[src/hdl/bpa_pkg.sv]
// Shared constants, codes and controller/datapath types for the bitmap page allocator.
package bpa_pkg;

  localparam int MAX_PAGES  = 4096;
  localparam int PAGE_BYTES = 4096;
  localparam int ADDR_W     = 24;
  localparam int OP_W       = 2;
  localparam int CNT_W      = 13;
  localparam int PAGE_SHIFT = $clog2(PAGE_BYTES);
  localparam int PAGE_W     = $clog2(MAX_PAGES);
  localparam int WORD_BITS  = 64;
  localparam int WB_LOG     = $clog2(WORD_BITS);
  localparam int MAP_WORDS  = (MAX_PAGES + WORD_BITS - 1) / WORD_BITS;
  localparam int WORD_AW    = $clog2(MAP_WORDS);

  localparam logic [CNT_W-1:0] COUNT_MAX = {CNT_W{1'b1}};

  typedef enum logic [OP_W-1:0] {
    OP_ALLOC   = 2'd0,
    OP_FREE    = 2'd1,
    OP_RESERVE = 2'd2,
    OP_INIT    = 2'd3
  } op_t;

  typedef struct packed {
    logic capture;
    logic scan;
    logic rd_page;
    logic upd;
    logic init;
    logic rerr;
    logic emit;
  } bpa_cmd_t;

  typedef struct packed {
    logic [OP_W-1:0] op;
    logic            range_bad;
    logic            found;
    logic            fail;
    logic            out_free;
  } bpa_stat_t;

endpackage

[src/hdl/bpa_ctrl.sv]
// Controller state machine: sequences capture, scan, update and result transfer.
module bpa_ctrl import bpa_pkg::*; (
  input  logic      clk,
  input  logic      rst,
  input  logic      req_valid,
  output logic      req_ready,
  input  bpa_stat_t stat,
  output bpa_cmd_t  cmd
);

  typedef enum logic [4:0] {
    S_IDLE = 5'b00001,
    S_DEC  = 5'b00010,
    S_SCAN = 5'b00100,
    S_UPD  = 5'b01000,
    S_DONE = 5'b10000
  } state_t;

  state_t state, state_next;

  always_ff @(posedge clk) begin
    if (rst) begin
      state <= S_IDLE;
    end else begin
      state <= state_next;
    end
  end

  assign req_ready = (state == S_IDLE);

  always_comb begin
    state_next = state;
    cmd        = '0;
    case (state)
      S_IDLE: begin
        cmd.capture = req_valid;
        if (req_valid) begin
          state_next = S_DEC;
        end
      end
      S_DEC: begin
        case (stat.op)
          OP_ALLOC: begin
            state_next = S_SCAN;
          end
          OP_INIT: begin
            cmd.init   = 1'b1;
            state_next = S_DONE;
          end
          default: begin
            if (stat.range_bad) begin
              cmd.rerr   = 1'b1;
              state_next = S_DONE;
            end else begin
              cmd.rd_page = 1'b1;
              state_next  = S_UPD;
            end
          end
        endcase
      end
      S_SCAN: begin
        cmd.scan = 1'b1;
        if (stat.found || stat.fail) begin
          state_next = S_DONE;
        end
      end
      S_UPD: begin
        cmd.upd    = 1'b1;
        state_next = S_DONE;
      end
      S_DONE: begin
        cmd.emit = stat.out_free;
        if (stat.out_free) begin
          state_next = S_IDLE;
        end
      end
      default: begin
        state_next = S_IDLE;
      end
    endcase
  end

  a_accept_to_decode: assert property (@(posedge clk) disable iff (rst)
    (req_valid && req_ready) |=> (state == S_DEC))
    else $error("accepted request did not move to decode");

endmodule

[config.mk]
export PLATFORM = sky130hd
export DESIGN_NAME = bpa_ctrl
export DESIGN_NICKNAME = d
export VERILOG_FILES = /design/src/hdl/bpa_pkg.sv /design/src/hdl/bpa_ctrl.sv
export SDC_FILE = /design/constraint.sdc
export NUM_CORES = 1
export LEC_CHECK = 0
export ABC_AREA = 1
export BUFFER_PORTS_ARGS = -buffer_cell sky130_fd_sc_hd__buf_2
export CORE_AREA = 2 2 39 41
export CTS_CLUSTER_DIAMETER = 60
export DETAILED_ROUTE_END_ITERATION = 16
export DIE_AREA = 0 0 41 43
export SETUP_SLACK_MARGIN = 0.5
export SYNTH_ARGS = -nofsm -noshare
export SYNTH_HDL_FRONTEND = slang
export SYNTH_SLANG_ARGS = --single-unit
[constraint.sdc]
create_clock -name clk -period 1.2 [get_ports clk]
set_input_delay 0 -clock clk [delete_from_list [all_inputs] [get_ports clk]]
set_output_delay 0 -clock clk [all_outputs]
set_load 0.02 [all_outputs]
; Word-level counts from Yosys, hierarchy flattened
; Index checks and enable logic that the tools add are counted.
[op_classes]
mux = 17
eq_ne = 9
n_reduce_logical = 4
[ops]
columns = op, count
row1 = one-hot mux 5 bit (5 select lines), 1
row2 = 2-to-1 mux 5 bit, 4
row3 = 2-to-1 mux 1 bit, 10
row4 = one-hot mux 5 bit (2 select lines), 1
row5 = != test 2 bit (second input constant), 3
row6 = == test 5 x 1 -> 1 bit (second input constant), 1
row7 = == test 5 x 2 -> 1 bit (second input constant), 1
row8 = == test 5 x 3 -> 1 bit (second input constant), 1
row9 = == test 5 x 4 -> 1 bit (second input constant), 1
row10 = == test 5 bit (second input constant), 1
row11 = AND reduction 3 bit, 1
row12 = == test 2 bit (second input constant), 1
row13 = zero test 2 bit, 1
row14 = 2-to-1 mux 2 bit, 1
row15 = OR reduction 2 bit, 1
row16 = logical OR 1 bit, 1
[word_totals]
reg_bits = 5
output_inout_bits = 8

; Longest topological paths before layout
; Gate-level depths: netlist of the first run.
[logic_depth]
depth_word = 4
ltp_mapped = 9

; Worst setup path before layout of the first run
; OpenSTA, ideal clock, no wires.
[synth_timing]
path_kind = register to output
start = register state[3]
end = output cmd[3] (netlist name)
path_stages_with_launch = 3
path_buffers = 0
arrival_ns = 1.157
setup_slack_ns = 0.043
required_ns = 1.200
cell_sequence = dfxtp_1 inv_1 nor4_1
[synth_rtl]
columns = item, line
row1 = "start, declared", bpa_ctrl.sv:19  ; state_t state, state_next;
row2 = "start signal, assigned", bpa_ctrl.sv:25  ; state <= state_next;
row3 = "end, declared", bpa_ctrl.sv:8  ; output bpa_cmd_t cmd

==> impl_metrics.env, run 1 <==
export IMPL_viasPerCell=4.550
export IMPL_syn_area_sq_um=400.4
export IMPL_setup_viol=4
export IMPL_wl_mm=1.068
export IMPL_slew_headroom_pct=86.32
export IMPL_ir_drop_mv=0.4111
export IMPL_grt_pass1_wl_mm=1.614
export IMPL_synth_seq_cells=5
export IMPL_finClkSkew_ns=0.002642
export IMPL_power_density_nw_per_um2=882.5
export IMPL_period_share_pct=104.0
export IMPL_place_gp_congestion=0.7566
export IMPL_synth_common_cells="inv_1 (13), nor2_1 (12), nand2_1 (8)"
export IMPL_drtAntennaViolNets=0
export IMPL_ys_warnings_count=0
export IMPL_drt_iter0_markers=3
export IMPL_port_buffer_count=16
export IMPL_reg2reg_slack_ns=0.03
export IMPL_reg2regPathDepth=6
export IMPL_synth_edff_count=0
export IMPL_drv_cap=0
export IMPL_maxSlewViolCount=0
export IMPL_regMostFlops="state"
export IMPL_diodes=0
export IMPL_clk_pin_slew_ns=0.04
export IMPL_worstMarginPinSlew_ns=0.2045
export IMPL_status="finished with violations"
export IMPL_p_total_uw=661.4
export IMPL_yosysUniqueCellTypes=19
export IMPL_grt_pass1_vias=416
export IMPL_root_buffer="clkbuf_4"
export IMPL_min_path_cells=4
export IMPL_n_fill_cell=149
export IMPL_cp_arrival_ns=1.25
export IMPL_die_width_um=41
export IMPL_drive_gt1_share_pct=61.29
export IMPL_hold_path_endpoint="state[4]"
export IMPL_yosysTopAreaCell="dfxtp_1"
export IMPL_cts_sinks=5
export IMPL_layout_setup_ws_ns=-0.04769
export IMPL_cts_tree="done"
export IMPL_final_nets=105
export IMPL_h_tree_depth=1
export IMPL_antenna_found_initial=0
export IMPL_placed_cells=94
export IMPL_end_kind="output pin"
export IMPL_yosysTopAreaCellShare_pct=25.00
export IMPL_multi_input_area_sq_um=331.6
export IMPL_rsz0062_at_grt="true"
export IMPL_grt_overflow_total=0
export IMPL_largest_reg_flops=5
export IMPL_max_freq_ghz=0.8015
export IMPL_synth_seq_area_share_pct=25.00
export IMPL_cts_buffers=3
export IMPL_syn_instance_count=63
export IMPL_setup_tns_ns=-0.05729
export IMPL_clk_path_buf_depth=2
export IMPL_yosysMostFrequentCell="inv_1"
export IMPL_insertion_delay_ns=0.25
export IMPL_synth_nets=74
export IMPL_placed_area_sq_um=540.5
export IMPL_grtUsageTotal_pct=14.76
export IMPL_hold_violations=0
export IMPL_violations="setup timing"
export IMPL_synth_avg_cell_area_sq_um=6.355
export IMPL_final_cells=109
export IMPL_worstSetupPathType="flop to output pin"
export IMPL_ios=17
export IMPL_min_from="rst"
export IMPL_critPathLaunchType="flop"
export IMPL_dp_hpwl_um=728.4
export IMPL_fin_util_pct=54.16
export IMPL_cp_max_fo=5
export IMPL_place_ws_ns=0.1490
export IMPL_grt_max_degree=7
export IMPL_synthToLayoutAreaGrowth_pct=87.19
export IMPL_drc=0
export IMPL_period_needed_ns=1.248
export IMPL_r2r_end="state[0]"
export IMPL_seqCellArea_sq_um=110.1
export IMPL_cellLeakagePower_nw=0.3573
export IMPL_dieHeight_um=43
export IMPL_worst_hold_slack_ns=0.03641
export IMPL_wire_per_inst_um=9.798
export IMPL_detail_route_first_pass_iterations=4
export IMPL_largestRegisters="state x5"
export IMPL_rows=14
export IMPL_synthTopCellsByArea="dfxtp_1 (25%), inv_1 (12%), nor2_1 (11%), nand2_1 (7.5%), ha_1 (6.3%)"
export IMPL_r2r_start="state[2]"
export IMPL_finalInstanceArea_sq_um=749.5
export IMPL_initial_core_util_pct=28.93
export IMPL_hold_path_class="primary input to flop"
export IMPL_ys_flop_type="dfxtp_1"
export IMPL_crit_required_ns=1.20
export IMPL_die_area_sq_um=1763
export IMPL_async_flop_share_pct=0
export IMPL_via_count=496
export IMPL_core_area_sq_um=1384
-- how the worst max path moves through the flow --
| stage | to | startpoint | slack [ns] |
|---|---|---|---|
| after floorplan | cmd[4] | state[3] | 0.25 |
| after global placement | cmd[4] | state[3] | 0.16 |
| after detailed placement | state[0] | state[3] | 0.15 |
| after CTS | cmd[4] | state[2] | -0.05 |
| after global routing | cmd[4] | state[4] | -0.11 |
| final | cmd[4] | state[2] | -0.05 |
-- what timing repair did --
item | 4_1_cts | 5_1_grt
endpoints found under the hold margin | 3 | 1
hold buffers | 1 | 1
pin swaps | 6 | 3
buffers inserted | 6 | 3
resized for setup | 17 | 13
setup endpoints to repair | 13 | 13
-- critical path, stage by stage (launching register included) --
cell and delay (ns):
dfxtp_4 0.35, nor2_4 0.14, nand2_2 0.08, nor2_4 0.12, inv_4 0.06, nor3_2 0.10, buf_4 0.16
-- area by class of cell --
cell class                 count  share of cell area, %
clock buffer                   4                  3.506
inverter                      14                  8.347
multi-input combinational     43                  44.24
sequential                     5                  14.69
tap                           16                  2.671
timing repair buffer          27                  26.54
-- cell usage in the layout, fill, tap and decap left out, drive strengths merged --
| master | instances |
|---|---|
| buf | 25 |
| nor2 | 15 |
| inv | 14 |
| nand2 | 9 |
| nand3 | 6 |
| dfxtp | 5 |
| clkbuf | 4 |
| nor4 | 3 |
| nor3 | 2 |
| nand4 | 2 |
| ha | 2 |
| dlygate4sd3 | 2 |
| a21oi | 2 |
| o21ai | 1 |
| o21bai | 1 |
-- metal layers --
layer	vias up	track usage [%]	part of all wire (%)
met1	217	15.43	38
met4	0	16.00	4.2
met3	4	3.665	5.1
li1	257	-	-
met2	18	21.25	52
met5	-	0	0
-- where the power goes --
part	switching (mW)	total, mW	leakage (nW)	internal, mW
combinational	0.154	0.265	0.299	0.111
sequential	0.0205	0.199	0.0433	0.179
clock	0.0714	0.197	0.0150	0.126
total	0.246	0.661	0.357	0.416
-- logic make-up after synthesis --
group	synth area share (%)
compound gates	5.625
fa+ha+maj	6.249
buf+inv	15.00
flops	25.00
simple gates	48.12
Power figures use the tool's default switching activity.
==> run 2: changes to the inputs <==
--- a/config.mk
+++ b/config.mk
@@ -12,4 +12,5 @@
 export DETAILED_ROUTE_END_ITERATION = 16
 export DIE_AREA = 0 0 41 43
+export HOLD_SLACK_MARGIN = 0.06
 export SETUP_SLACK_MARGIN = 0.5
 export SYNTH_ARGS = -nofsm -noshare
==> constraint.sdc (replaced) <==
create_clock -name clk -period 1.2 [get_ports clk]
set_input_delay 0.24 -clock clk [delete_from_list [all_inputs] [get_ports clk]]
set_output_delay 0.24 -clock clk [all_outputs]
set_load 0.02 [all_outputs]
==> run 2 against run 1 <==
Compared with the run above: the run still ends with setup timing left; core utilization rose by 2.5 points; largest power group unchanged; clock skew shrank 0.0021 ns; critical path type unchanged; critical endpoint unchanged; global-route usage decreased by 0.79 points.
==> impl_metrics.env, run 2 (same netlist as run 1, synthesis figures left out) <==
export IMPL_rows=14
export IMPL_die_width_um=41
export IMPL_cp_max_fo=4
export IMPL_core_area_sq_um=1384
export IMPL_viasPerCell=4.691
export IMPL_place_ws_ns=-0.08793
export IMPL_cp_arrival_ns=1.20
export IMPL_hold_violations=0
export IMPL_via_count=516
export IMPL_largestRegisters="state x5"
export IMPL_synthToLayoutAreaGrowth_pct=95.94
export IMPL_final_cell_mix="buf_4 (13), buf_2 (8), buf_6 (7)"
export IMPL_crit_chain="nor2_4 > nand2_2 > nor2_4 > inv_4 > nor3_2 > buf_4"
export IMPL_regMostFlops="state"
export IMPL_ios=17
export IMPL_grt_pass1_vias=437
export IMPL_period_share_pct=119.9
export IMPL_fin_util_pct=56.69
export IMPL_initial_core_util_pct=28.93
export IMPL_hold_path_class="primary input to flop"
export IMPL_finClkSkew_ns=0.0005475
export IMPL_crit_path_frequent_cell="nor2_4"
export IMPL_grt_overflow_total=0
export IMPL_clk_path_buf_depth=2
export IMPL_insertion_delay_ns=0.25
export IMPL_cts_tree="done"
export IMPL_dieHeight_um=43
export IMPL_drt_iter0_markers=5
export IMPL_place_gp_congestion=0.7854
export IMPL_drive_gt1_share_pct=69.15
export IMPL_drc=0
export IMPL_critical_path_max_stage_delay_ns=0.32
export IMPL_setup_tns_ns=-1.566
export IMPL_wl_mm=1.055
export IMPL_dp_hpwl_um=763.9
export IMPL_worstMarginPinSlew_ns=0.1882
export IMPL_final_nets=106
export IMPL_violations="setup timing"
export IMPL_grt_pass1_wl_mm=1.552
export IMPL_crit_required_ns=0.96
export IMPL_power_density_nw_per_um2=899.4
export IMPL_placed_cells=102
export IMPL_wire_per_inst_um=9.591
export IMPL_root_buffer="clkbuf_4"
export IMPL_maxSlewViolCount=0
export IMPL_detail_route_first_pass_iterations=4
export IMPL_antenna_found_initial=0
export IMPL_grt_max_degree=6
export IMPL_drv_cap=0
export IMPL_grtUsageTotal_pct=13.97
export IMPL_layout_setup_ws_ns=-0.2388
export IMPL_rsz0062_at_grt="true"
export IMPL_period_needed_ns=1.439
export IMPL_cellLeakagePower_nw=0.3662
export IMPL_port_buffer_count=16
export IMPL_max_freq_ghz=0.6950
export IMPL_critPathLaunchType="flop"
export IMPL_die_area_sq_um=1763
export IMPL_worstSetupPathType="flop to output pin"
export IMPL_status="finished with violations"
export IMPL_diodes=0
export IMPL_slew_headroom_pct=87.35
export IMPL_final_cells=110
export IMPL_clk_pin_slew_ns=0.04
export IMPL_h_tree_depth=1
export IMPL_critPathSlowestCell="dfxtp_2"
export IMPL_ir_drop_mv=0.5437
export IMPL_drtAntennaViolNets=0
export IMPL_holdBufCountCts=0
export IMPL_largest_reg_flops=5
export IMPL_cts_sinks=5
export IMPL_cts_buffers=3
export IMPL_layout_commonest_cell="buf_4"
export IMPL_setup_viol=8
export IMPL_end_kind="output pin"
run 2: path summary, 6_finish.rpt:
kind | startpoint | to | slack [ns] | depth (start not counted)
worst min register to register | state[1] | state[1] | 0.66 | 4
worst max-delay path | state[3] | cmd[4] | -0.24 | 6
worst min-delay path | stat[3] | state[3] | 0.22 | 2
worst max register to register | state[3] | state[0] | 0.03 | 8
run 2: cell type report:
type	count	area, sq um
sequential	5	105.1
inverter	14	72.57
tap	16	20.02
timing repair buffer	28	216.5
clock buffer	4	26.28
multi-input combinational	43	344.1
fill	127	599.3
run 2: what timing repair did:
item | CTS | global route
pin swaps | 3 | 2
endpoints found under the setup margin | 13 | 13
buffers inserted | 2 | 2
resized for setup | 17 | 15
run 2: metal layers:
metal / part of all wire, % / track usage (%) / vias up
met1: 37 / 12.58 / 228
met3: 5.5 / 3.141 / 6
li1: - / - / 261
met5: 0 / 0 / -
met2: 52 / 21.88 / 21
met4: 4.8 / 16.00 / 0
run 2: through the flow:
| step | hold WS (ns) | instance area (sq um) | power [mW] |
|---|---|---|---|
| 6_report | 0.2200 | 784.5 | 0.7056 |
| 5_1_grt | 0.2157 | 784.5 | 0.7475 |
| 4_1_cts | 0.2017 | 714.4 | 0.6715 |
| 3_5_place_dp | 0.4622 | 625.6 | 0.4453 |
| 3_3_place_gp | 0.4575 | 625.6 | 0.4402 |
| 2_1_floorplan | 0.3017 | 473.0 | 0.3591 |
run 2: where the power goes:
part           internal [mW]  total (mW)  leakage [nW]  switching, mW
logic                  0.134       0.307         0.309          0.173
clock network          0.126       0.204        0.0150         0.0774
registers              0.183       0.195        0.0427         0.0118
total                  0.443       0.706         0.366          0.263
run 2: worst max-delay path, delay by kind of cell, from the launching register on:
kind / cells / cell delay [ns]
buffers and inverters: 2 / 0.22
flip-flops: 1 / 0.32
AND/OR/NAND/NOR: 4 / 0.40
